[src/rtl/cbd_pkg.sv]
package cbd_pkg;

  localparam int SIZE_BITS  = 32;
  localparam int BYTE_W     = 8;
  localparam int COUNT_W    = 32;
  localparam int KIND_W     = 2;
  localparam int CFG_AW     = 3;
  localparam int CFG_DW     = 32;

  localparam logic [KIND_W-1:0] KIND_BYTE = 2'd0;
  localparam logic [KIND_W-1:0] KIND_DONE = 2'd1;
  localparam logic [KIND_W-1:0] KIND_BAD  = 2'd2;
  localparam logic [KIND_W-1:0] KIND_BIG  = 2'd3;

  localparam logic [0:0] REG_MAX_BODY = 1'b0;

  localparam logic [CFG_DW-1:0] MAX_BODY_RESET = 32'h0010_0000;

  localparam logic [BYTE_W-1:0] CHAR_CR = 8'h0D;
  localparam logic [BYTE_W-1:0] CHAR_LF = 8'h0A;

  typedef struct packed {
    logic                valid;
    logic [KIND_W-1:0]   kind;
    logic [BYTE_W-1:0]   body_byte;
    logic [COUNT_W-1:0]  consumed_count;
  } cbd_result_t;

endpackage

[src/rtl/cbd_cfg.sv]
module cbd_cfg
  import cbd_pkg::*;
(
  input  logic              clk,
  input  logic              rst_n,
  input  logic              cfg_psel,
  input  logic              cfg_penable,
  input  logic              cfg_pwrite,
  input  logic [CFG_AW-1:0] cfg_paddr,
  input  logic [CFG_DW-1:0] cfg_pwdata,
  output logic [CFG_DW-1:0] cfg_prdata,
  output logic              cfg_pready,
  output logic [CFG_DW-1:0] max_body_size
);

  logic [CFG_DW-1:0] max_body_r;
  logic              sel_max;
  logic              wr_en;

  assign sel_max    = (cfg_paddr[CFG_AW-1:2] == REG_MAX_BODY);
  assign wr_en      = cfg_psel && cfg_penable && cfg_pwrite && sel_max;
  assign cfg_pready = 1'b1;

  always_ff @(posedge clk) begin
    if (!rst_n) begin
      max_body_r <= MAX_BODY_RESET;
    end else if (wr_en) begin
      max_body_r <= cfg_pwdata;
    end
  end

  always_comb begin
    unique case (cfg_paddr[CFG_AW-1:2])
      REG_MAX_BODY: cfg_prdata = max_body_r;
      default:      cfg_prdata = '0;
    endcase
  end

  assign max_body_size = max_body_r;

endmodule

[src/rtl/cbd_decode.sv]
module cbd_decode
  import cbd_pkg::*;
(
  input  logic               clk,
  input  logic               rst_n,
  input  logic               step,
  input  logic [BYTE_W-1:0]  data_byte,
  input  logic               first,
  input  logic [CFG_DW-1:0]  max_body_size,
  output cbd_result_t        res
);

  localparam logic [2:0] PH_SIZE    = 3'd0;
  localparam logic [2:0] PH_SIZE_LF = 3'd1;
  localparam logic [2:0] PH_DATA    = 3'd2;
  localparam logic [2:0] PH_DATA_CR = 3'd3;
  localparam logic [2:0] PH_DATA_LF = 3'd4;
  localparam logic [2:0] PH_LAST_CR = 3'd5;
  localparam logic [2:0] PH_LAST_LF = 3'd6;
  localparam logic [2:0] PH_IDLE    = 3'd7;

  localparam int CMP_W = (SIZE_BITS > COUNT_W) ? SIZE_BITS : COUNT_W;
  localparam logic [SIZE_BITS-1:0] SIZE_MAX = '1;
  localparam logic [SIZE_BITS-1:0] SIZE_LIM = SIZE_MAX >> 4;

  logic [2:0]           phase_r, phase_nxt;
  logic [SIZE_BITS-1:0] acc_r, acc_nxt;
  logic                 have_r, have_nxt;
  logic [SIZE_BITS-1:0] left_r, left_nxt;
  logic [COUNT_W-1:0]   total_r, total_nxt;
  logic [COUNT_W-1:0]   cons_r, cons_nxt;

  logic [2:0]           ph;
  logic [SIZE_BITS-1:0] acc;
  logic                 have;
  logic [SIZE_BITS-1:0] left;
  logic [COUNT_W-1:0]   total;
  logic [COUNT_W-1:0]   cons;
  logic [4:0]           hex;
  logic [COUNT_W-1:0]   room;
  logic [CMP_W-1:0]     acc_wide;
  logic                 too_big;

  function automatic logic [4:0] hex_digit(input logic [BYTE_W-1:0] c);
    logic [4:0] v;
    v = 5'h10;
    if (c >= 8'h30 && c <= 8'h39) v = {1'b0, c[3:0]};
    else if ((c >= 8'h61 && c <= 8'h66) || (c >= 8'h41 && c <= 8'h46))
      v = {1'b0, c[3:0] + 4'd9};
    return v;
  endfunction

  // restart folds in ahead of the step
  always_comb begin
    if (first) begin
      ph    = PH_SIZE;
      acc   = '0;
      have  = 1'b0;
      left  = '0;
      total = '0;
      cons  = '0;
    end else begin
      ph    = phase_r;
      acc   = acc_r;
      have  = have_r;
      left  = left_r;
      total = total_r;
      cons  = cons_r;
    end
  end

  assign hex      = hex_digit(data_byte);
  assign room     = max_body_size - total;
  assign acc_wide = CMP_W'(acc);
  assign too_big  = (total > max_body_size) || (acc_wide > CMP_W'(room));

  always_comb begin
    phase_nxt = ph;
    acc_nxt   = acc;
    have_nxt  = have;
    left_nxt  = left;
    total_nxt = total;
    cons_nxt  = cons;
    res       = '0;

    if (ph != PH_IDLE) begin
      if (cons != '1) cons_nxt = cons + 1'b1;
      unique case (ph)
        PH_SIZE: begin
          if (data_byte == CHAR_CR) begin
            if (!have) begin
              res.valid = 1'b1;
              res.kind  = KIND_BAD;
            end else begin
              phase_nxt = PH_SIZE_LF;
            end
          end else if (hex[4]) begin
            res.valid = 1'b1;
            res.kind  = KIND_BAD;
          end else begin
            if (acc > SIZE_LIM) acc_nxt = SIZE_MAX;
            else acc_nxt = {acc[SIZE_BITS-5:0], hex[3:0]};
            have_nxt = 1'b1;
          end
        end
        PH_SIZE_LF: begin
          if (data_byte != CHAR_LF) begin
            res.valid = 1'b1;
            res.kind  = KIND_BAD;
          end else begin
            left_nxt  = acc;
            phase_nxt = (acc == '0) ? PH_LAST_CR : PH_DATA;
          end
        end
        PH_DATA: begin
          left_nxt = left - 1'b1;
          if (left_nxt == '0) phase_nxt = PH_DATA_CR;
          res.valid     = 1'b1;
          res.kind      = KIND_BYTE;
          res.body_byte = data_byte;
        end
        PH_DATA_CR: begin
          if (data_byte != CHAR_CR) begin
            res.valid = 1'b1;
            res.kind  = KIND_BAD;
          end else begin
            phase_nxt = PH_DATA_LF;
          end
        end
        PH_DATA_LF: begin
          if (data_byte != CHAR_LF) begin
            res.valid = 1'b1;
            res.kind  = KIND_BAD;
          end else if (too_big) begin
            res.valid = 1'b1;
            res.kind  = KIND_BIG;
          end else begin
            total_nxt = total + acc_wide[COUNT_W-1:0];
            acc_nxt   = '0;
            have_nxt  = 1'b0;
            phase_nxt = PH_SIZE;
          end
        end
        PH_LAST_CR: begin
          if (data_byte != CHAR_CR) begin
            res.valid = 1'b1;
            res.kind  = KIND_BAD;
          end else begin
            phase_nxt = PH_LAST_LF;
          end
        end
        PH_LAST_LF: begin
          res.valid = 1'b1;
          if (data_byte != CHAR_LF) begin
            res.kind = KIND_BAD;
          end else begin
            res.kind           = KIND_DONE;
            res.consumed_count = cons_nxt;
          end
        end
        default: phase_nxt = PH_IDLE;
      endcase
      if (res.valid && res.kind != KIND_BYTE) phase_nxt = PH_IDLE;
    end
    if (!step) res.valid = 1'b0;
  end

  always_ff @(posedge clk) begin
    if (!rst_n) begin
      phase_r <= PH_SIZE;
      acc_r   <= '0;
      have_r  <= 1'b0;
      left_r  <= '0;
      total_r <= '0;
      cons_r  <= '0;
    end else if (step) begin
      phase_r <= phase_nxt;
      acc_r   <= acc_nxt;
      have_r  <= have_nxt;
      left_r  <= left_nxt;
      total_r <= total_nxt;
      cons_r  <= cons_nxt;
    end
  end

endmodule

[src/rtl/chunked_body_decoder_core.sv]
// path: an input beat is held in the input register, then its result in the result register
// throughput: one byte per cycle while out_tready takes results; bytes that give no result still take a decode step
// the decoder state advances once per byte, and stalls while the result register holds a result not yet taken
// reset: synchronous active-low rst_n clears both registers' valid flags and the decoder
// state, and sets max_body_size to 1048576
module chunked_body_decoder_core
  import cbd_pkg::*;
(
  input  logic              clk,
  input  logic              rst_n,
  input  logic              in_tvalid,
  output logic              in_tready,
  input  logic [7:0]        in_tdata,   // data_byte
  input  logic              in_tuser,   // first
  output logic              out_tvalid,
  input  logic              out_tready,
  output logic [39:0]       out_tdata,  // body_byte, consumed_count
  output logic [1:0]        out_tuser,  // result_kind
  input  logic              cfg_psel,
  input  logic              cfg_penable,
  input  logic              cfg_pwrite,
  input  logic [CFG_AW-1:0] cfg_paddr,
  input  logic [CFG_DW-1:0] cfg_pwdata,
  output logic [CFG_DW-1:0] cfg_prdata,
  output logic              cfg_pready
);

  logic               in_valid_r;
  logic [BYTE_W-1:0]  in_byte_r;
  logic               in_first_r;
  logic               out_valid_r;
  logic [KIND_W-1:0]  out_kind_r;
  logic [BYTE_W-1:0]  out_byte_r;
  logic [COUNT_W-1:0] out_count_r;
  logic               advance;
  logic [CFG_DW-1:0]  max_body_size;
  cbd_result_t        res;

  cbd_cfg u_cfg (
    .clk           (clk),
    .rst_n         (rst_n),
    .cfg_psel      (cfg_psel),
    .cfg_penable   (cfg_penable),
    .cfg_pwrite    (cfg_pwrite),
    .cfg_paddr     (cfg_paddr),
    .cfg_pwdata    (cfg_pwdata),
    .cfg_prdata    (cfg_prdata),
    .cfg_pready    (cfg_pready),
    .max_body_size (max_body_size)
  );

  cbd_decode u_decode (
    .clk           (clk),
    .rst_n         (rst_n),
    .step          (advance),
    .data_byte     (in_byte_r),
    .first         (in_first_r),
    .max_body_size (max_body_size),
    .res           (res)
  );

  assign advance   = in_valid_r && (!out_valid_r || out_tready);
  assign in_tready = !in_valid_r || advance;

  always_ff @(posedge clk) begin
    if (!rst_n) begin
      in_valid_r <= 1'b0;
    end else if (in_tvalid && in_tready) begin
      in_valid_r <= 1'b1;
    end else if (advance) begin
      in_valid_r <= 1'b0;
    end
  end

  always_ff @(posedge clk) begin
    if (in_tvalid && in_tready) begin
      in_byte_r  <= in_tdata;
      in_first_r <= in_tuser;
    end
  end

  always_ff @(posedge clk) begin
    if (!rst_n) begin
      out_valid_r <= 1'b0;
    end else if (advance && res.valid) begin
      out_valid_r <= 1'b1;
    end else if (out_tready) begin
      out_valid_r <= 1'b0;
    end
  end

  always_ff @(posedge clk) begin
    if (advance && res.valid) begin
      out_kind_r  <= res.kind;
      out_byte_r  <= res.body_byte;
      out_count_r <= res.consumed_count;
    end
  end

  assign out_tvalid = out_valid_r;
  assign out_tdata  = {out_count_r, out_byte_r};
  assign out_tuser  = out_kind_r;

endmodule
[config.mk]
export PLATFORM = sky130hd
export DESIGN_NAME = chunked_body_decoder_core
export DESIGN_NICKNAME = d
export VERILOG_FILES = /design/src/rtl/cbd_pkg.sv /design/src/rtl/cbd_cfg.sv /design/src/rtl/cbd_decode.sv /design/src/rtl/chunked_body_decoder_core.sv
export SDC_FILE = /design/constraint.sdc
export NUM_CORES = 1
export LEC_CHECK = 0
export ABC_AREA = 1
export BUFFER_PORTS_ARGS = -buffer_cell sky130_fd_sc_hd__buf_2
export CAP_MARGIN = 20
export CORE_MARGIN = 2
export CORE_UTILIZATION = 50
export CTS_BUF_LIST = sky130_fd_sc_hd__clkbuf_4 sky130_fd_sc_hd__clkbuf_8
export DETAILED_ROUTE_END_ITERATION = 6
export PLACE_DENSITY_LB_ADDON = 0.08
export SLEW_MARGIN = 15
export SYNTH_ARGS = -nofsm -noshare
export SYNTH_HDL_FRONTEND = slang
export SYNTH_SLANG_ARGS = --single-unit
[constraint.sdc]
create_clock -name clk -period 10.82 [get_ports clk]
set_input_delay 1.082 -clock clk [delete_from_list [all_inputs] [get_ports clk]]
set_output_delay 1.082 -clock clk [all_outputs]
set_load 0.01 [all_outputs]
==> results_dict.tcl, run 1 <==
set metrics [dict create \
    power_density_nw_per_um2 116 \
    syn2layout_area_growth_pct 9.41 \
    vias_per_cell 5.58 \
    dpl_cell_area_um2 18100 \
    grt_overflow 0 \
    synth_nets 2880 \
    worst_setup_path_end_kind "flip-flop" \
    cp.arrival_ns 6.95 \
    ys_seq_area_frac 0.281 \
    drt_iter0_drc 1511 \
    cp_num_buf_inv 2 \
    diodes 0 \
    clk_latency_ns 0.61 \
    switching_power_w 0.000744 \
    cts-buffers-inserted 42 \
    crit_fanout 61 \
    synth.avg_cell_area_um2 6.34 \
    seq_area_um2 4850 \
    path_clk_slew_ns 0.06 \
    fmax_ghz 0.148 \
    synth.area.top_cells "dfxtp_1 19%, nand2_1 14%, edfxtp_1 8.9%" \
    synth_top_area_frac 0.192 \
    die-area_um2 36100 \
    yosys.cell_types.count 54 \
    grt_max_degree 83 \
    yosysMostFrequentCell "nand2_1" \
    portBuffers 124 \
    synthTopCellsByCount "655 x nand2_1, 339 x inv_1, 318 x nor2_1" \
    setup_tns_ns 0 \
    peakVddDrop_uv 86.6 \
    grt_pass1_wl_mm 88.5 \
    combPwrFrac 0.223 \
    ioPinCount 128 \
    period_minus_slack_ns 6.74 \
    drv_cap 0 \
    die_h_um 190 \
    layout-drive-gt1-share 0.0880 \
    num_rows 68 \
    synth_edf_count 51 \
    synth_warnings 0 \
    synth.largest_area_cell "dfxtp_1" \
    drc 0 \
    min_path_type "flip-flop to flip-flop" \
    holdWs_ns 0.463 \
    clock-sinks 217 \
    multi_input_area_um2 10600 \
    p_seq_frac 0.403 \
    dpl.hpwl_mm 39.6 \
    wl_met3_mm 3.36 \
    rsz0062_at_grt "no" \
    post-route-period-util 0.623 \
    start_kind "flip-flop" \
    cts_root_buffer "clkbuf_8" \
    relSlewSlack 0.305 \
    antenna_left 0 \
    postCtsSetupBuffers 0 \
    cts_tree "done" \
    synth_seq_cells 217 \
    p_int_w 0.00145 \
    met1_length_mm 24.5 \
    status "completed" \
    hold_buffers 0 \
    drt-pass1-iter-count 5 \
    syn_area_um2 17300 \
    worst_pin_slew_ns 1.04 \
    hold_viol_final 0 \
    drv_slew 0 \
    cpPeakStageDelay_ns 0.77 \
    total_power_w 0.00219 \
    swShare 0.340 \
    grt_pass1_vias 17200 \
    postLayoutCellArea_um2 18900 \
    syn_inst 2725 \
    coreArea_um2 34300 \
    cts_resized 0 \
    vias 18400 \
    die_w_um 190 \
    rr_startpoint "in_first_r" \
    fin_skew_ns 0.0297 \
    ys.flop_type "dfxtp_1" \
    met2_length_mm 25.4 \
    wl_per_cell_um 16.7 \
    htree_levels 2 \
    routed.top_layer "met4" \
    place_congestion 0.982 \
    cpMaxStageDelayCell "inv_2" \
    pwr-share-clk 0.374 \
    setup_viol 0 \
    critical_path.top_delay_family "simple AND/OR/NAND/NOR gates" \
    grt_use_total 0.303 \
    wirelength_mm 54.8 \
    critPathMostFrequentCell "nand2_1" \
    grt_antenna_before_repair 0 \
    critPathRequiredTime_ns 11.02 \
    setup.worst_path.class "flip-flop to flip-flop" \
    crit_start "in_first_r" \
    layout.cells.non_filler 3286 \
    fin_nets 2952 \
    p_leak_nw 9.17 \
    initial_core_util 0.504 \
    hold_start "u_decode.total_r[27]" \
    fill_cells 3544 \
    clockBufferDepth 3 \
    async_flop_share 0 \
    dp_cells 3205 \
]
## power by group through the flow
stage | logic [W] | clock network (W) | registers, W
finish | 0.000489 | 0.000819 | 0.000883
global route | 0.000551 | 0.000874 | 0.000886
CTS | 0.000482 | 0.000841 | 0.000882
detailed placement | 0.000480 | 0 | 0.000899
global placement | 0.000470 | 0 | 0.000898
floorplan | 0.000353 | 0 | 0.000898
## sequential cells by signal (all words and copies together) (netlist names)
| name | flops |
|---|---|
| out_count_r | 32 |
| out_tuser | 2 |
| u_decode.phase_r | 3 |
| in_first_r | 1 |
| in_valid_r | 1 |
| out_byte_r | 8 |
| u_cfg.max_body_size | 32 |
| u_decode.acc_r | 32 |
| u_decode.left_r | 32 |
| out_tvalid | 1 |
| in_byte_r | 8 |
| u_decode.cons_r | 32 |
| u_decode.total_r | 32 |
| u_decode.have_r | 1 |
## path summary, 6_finish.rpt
kind	end	slack (ns)	depth (start not counted)
worst max-delay path	out_count_r[23]	4.08	26
worst min-delay path	u_decode.total_r[27]	0.46	2
worst max register to register	out_count_r[23]	4.08	26
worst min register to register	u_decode.total_r[27]	0.46	2
## cells by family after synthesis
group / after synthesis / share of synthesized area
flops: 217 / 0.281
fa+ha+maj: 104 / 0.0762
buf+inv: 463 / 0.108
simple gates: 1211 / 0.291
compound gates: 661 / 0.210
xor+xnor: 68 / 0.0345
other cells: 1 / 0.000217
## routing by layer
layer  global-route usage  vias to the layer above
met1                0.398                     8430
met3               0.0386                       96
met5                    0                        -
met2                0.510                      610
met4                0.110                        0
li1                     -                     9216
## worst min-delay path, cell delays in order (launching register included)
cell and delay (ns):
dfxtp_1 0.30, nand2_1 0.06, a21oi_1 0.05
## cell type report
cell class | count | area share
clock inverter | 22 | 0.00543
timing repair buffer | 144 | 0.0420
tap | 455 | 0.0301
multi-input combinational | 2045 | 0.559
sequential | 217 | 0.257
clock buffer | 56 | 0.0375
inverter | 347 | 0.0692
## cells in the final DEF (no fill, tap or decap), types with 4 or more instances in the layout
cell type,count
o21bai_1,6
o21ai_1,21
inv_1,336
nand4_1,28
buf_2,124
o21a_1,9
nand2_2,4
a21o_1,5
nand3_1,133
a21oi_1,276
o21ai_0,234
xnor2_1,31
a31oi_1,7
clkinv_1,17
clkinv_2,6
clkbuf_4,10
nor2_1,317
o22ai_1,42
clkbuf_8,46
edfxtp_1,51
nand2_1,654
or2_2,8
o211ai_1,14
xor2_1,37
nor2_4,6
o221ai_1,32
nor3_1,27
nor2_2,4
ha_1,102
nor4_1,10
buf_4,17
inv_2,6
dfxtp_1,166
nand3b_1,8
## through the flow
stage          setup slack (ns)  utilization
2_1_floorplan              5.17            -
3_3_place_gp               4.26        0.526
3_5_place_dp               4.11        0.526
4_1_cts                    4.07        0.550
5_1_grt                    3.56        0.551
6_report                   4.08        0.551
No activity file was read; power rests on OpenSTA's default activity.
==> run 2, diff against run 1 <==
ABC_AREA = 0   (was 1)
clock period = 6.6 ns   (was 10.82 ns; I/O delays follow)
==> run 2 against run 1 <==
Clock power rose by 70%. Critical path type unchanged. Setup slack lost 3.7 ns. First-iteration DRC count decreased by 33%.
==> results_dict.tcl, run 2 <==
set metrics [dict create \
    place_congestion 0.919 \
    synth.avg_cell_area_um2 7.75 \
    setup.worst_path.class "flip-flop to flip-flop" \
    grt_use_total 0.266 \
    hold-path-cell-count 1 \
    worst_setup_path_end_kind "flip-flop" \
    fin_nets 2196 \
    die-area_um2 31800 \
    die_h_um 178 \
    syn_inst 1963 \
    post-route-period-util 0.938 \
    initial_core_util 0.511 \
    synth.largest_area_cell "dfxtp_1" \
    antenna_left 0 \
    endpoint "u_decode.total_r[31]" \
    setup_tns_ns 0 \
    wl_per_cell_um 17.4 \
    grt_pass1_vias 13500 \
    syn_area_um2 15200 \
    num_rows 63 \
    diodes 0 \
    rr_startpoint "in_first_r" \
    synth_seq_cells 217 \
    grt_pass1_wl_mm 68.9 \
    start_kind "flip-flop" \
    htree_levels 2 \
    crit_fanout 24 \
    layout.cells.non_filler 2462 \
    path_clk_slew_ns 0.06 \
    cp.arrival_ns 6.58 \
    drt_iter0_drc 1017 \
    yosys.cell_types.count 78 \
    cts_tree "done" \
    vias 14600 \
    seq_area_um2 4850 \
    synth_top_area_frac 0.218 \
    power_density_nw_per_um2 195 \
    min_path_type "input port to flip-flop" \
    regToRegSetupSlack_ns 0.41 \
    grt_overflow 0 \
    synth.area.top_cells "dfxtp_1 22%, edfxtp_1 10%, ha_1 8.4%" \
    coreArea_um2 29800 \
    period_minus_slack_ns 6.19 \
    hold_buffers 0 \
    reg2regPathDepth 24 \
    relSlewSlack 0.248 \
    worst_pin_slew_ns 1.13 \
    drc 0 \
    hold_viol_final 0 \
    layout-drive-gt1-share 0.124 \
    clockBufferDepth 3 \
    syn2layout_area_growth_pct 11.7 \
    yosysMostFrequentCell "nand2_1" \
    async_flop_share 0 \
    drt-pass1-iter-count 7 \
    peakVddDrop_uv 123 \
    critPathRequiredTime_ns 7.00 \
    die_w_um 178 \
    wirelength_mm 43.0 \
    synth_warnings 0 \
    cts-buffers-inserted 41 \
    setup_viol 0 \
    ys.flop_type "dfxtp_1" \
    drv_cap 0 \
    drv_slew 0 \
    crit_start "in_first_r" \
    portBuffers 124 \
    cts_root_buffer "clkbuf_8" \
    synth_edf_count 51 \
    synthTopCellsByCount "248 x nand2_1, 193 x nor2_1, 178 x a21oi_1" \
    fill_cells 2836 \
    grt_max_degree 65 \
    mostFrequentLayoutCell "nand2_1" \
    vias_per_cell 5.92 \
    rsz0062_at_grt "no" \
    fin_skew_ns 0.0227 \
    grt_antenna_before_repair 0 \
    ioPinCount 128 \
    p_leak_nw 7.09 \
    final_cell_mix "248 x nand2_1, 190 x nor2_1, 178 x a21oi_1" \
    fmax_ghz 0.162 \
    rr_endpoint "u_decode.total_r[31]" \
    status "completed" \
    multi_input_area_um2 9670 \
    clk_latency_ns 0.56 \
    dpl.hpwl_mm 30.7 \
    dp_cells 2388 \
    synth_nets 2118 \
    total_power_w 0.00331 \
    ys_seq_area_frac 0.319 \
    clock-sinks 217 \
]
## run 2: changes by cell type after synthesis, sizes merged, moves of 27 or more
cell,before,now
xnor2,31,69
a22oi,3,32
a21oi,276,179
o221ai,32,5
nor2,327,194
a22o,0,30
inv,344,71
nand3,133,54
nand2,660,248
a21o,5,32
o22ai,42,14
nor2b,0,79
o21ai,258,139
## run 2: worst min path at each step
stage / start / end / slack, ns
CTS: in_tdata[7] / in_byte_r[7] / 0.26
global placement: u_decode.acc_r[13] / u_decode.acc_r[13] / 0.44
floorplan: u_decode.acc_r[12] / u_decode.acc_r[12] / 0.43
finish: in_tdata[7] / in_byte_r[7] / 0.28
global route: in_tdata[7] / in_byte_r[7] / 0.26
detailed placement: u_decode.acc_r[22] / u_decode.acc_r[22] / 0.44
## run 2: power by group
part | switching [W] | total [W] | leakage, nW | internal (W)
clock | 0.000598 | 0.00139 | 0.449 | 0.000788
combinational | 0.000313 | 0.000500 | 4.77 | 0.000187
sequential | 0.0000316 | 0.00142 | 1.86 | 0.00139
## run 2: repair_timing
action | in CTS | in global routing
buffers inserted | 0 | 0
gates resized for setup | 0 | 5
setup endpoints to repair | 0 | 106
## run 2: through the flow
step	util	cell area [µm²]	setup slack, ns	hold WS (ns)
floorplan	-	15200	0.0648	0.432
global placement	0.541	16100	0.344	0.437
detailed placement	0.541	16100	0.216	0.442
CTS	0.570	17000	0.204	0.259
global route	0.570	17000	0.0872	0.257
finish	0.570	17000	0.412	0.278
## run 2: layout make-up
cell class	instances	share of cell area
Inverter	71	0.0159
Tap cell	390	0.0287
Clock buffer	64	0.0456
Multi-Input combinational cell	1559	0.569
Timing Repair Buffer	151	0.0499
Clock inverter	10	0.00501
Sequential cell	217	0.286
## run 2: worst max-delay path, cell delays in order, from the launching register on
cell	delay, ns
edfxtp_1	0.45
inv_4	0.25
buf_4	0.37
nand2_1	0.17
ha_1	0.42
nand4_1	0.20
nor2_1	0.15
nand4_1	0.13
a31oi_1	0.25
nor2_1	0.15
o21ai_0	0.33
o41a_1	0.23
a41oi_1	0.14
xor2_1	0.17
ha_1	0.32
nand4_1	0.22
nor4_2	0.55
and3_1	0.29
o211ai_1	0.09
buf_4	0.23
nor3_2	0.29
buf_4	0.23
and3_1	0.17
xor2_1	0.15
nor2_1	0.05
## run 2: cells by family (layout without fill, tap and decap cells)
kind of cell,after synthesis,count (layout),synth area share
other cells,1,1,0.000246
xor+xnor,102,102,0.0587
mux,7,7,0.00460
fa+ha+maj,104,104,0.0865
simple gates,773,773,0.247
buf+inv,187,296,0.0488
compound gates,572,572,0.235
flops,217,217,0.319
## run 2: layer usage
metal | GRT usage | vias up | share of wire
li1 | - | 7220 | -
met1 | 0.343 | 6850 | 0.44
met2 | 0.463 | 431 | 0.48
met3 | 0.0347 | 77 | 0.053
met4 | 0.0755 | 0 | 0.026
met5 | 0 | - | 0
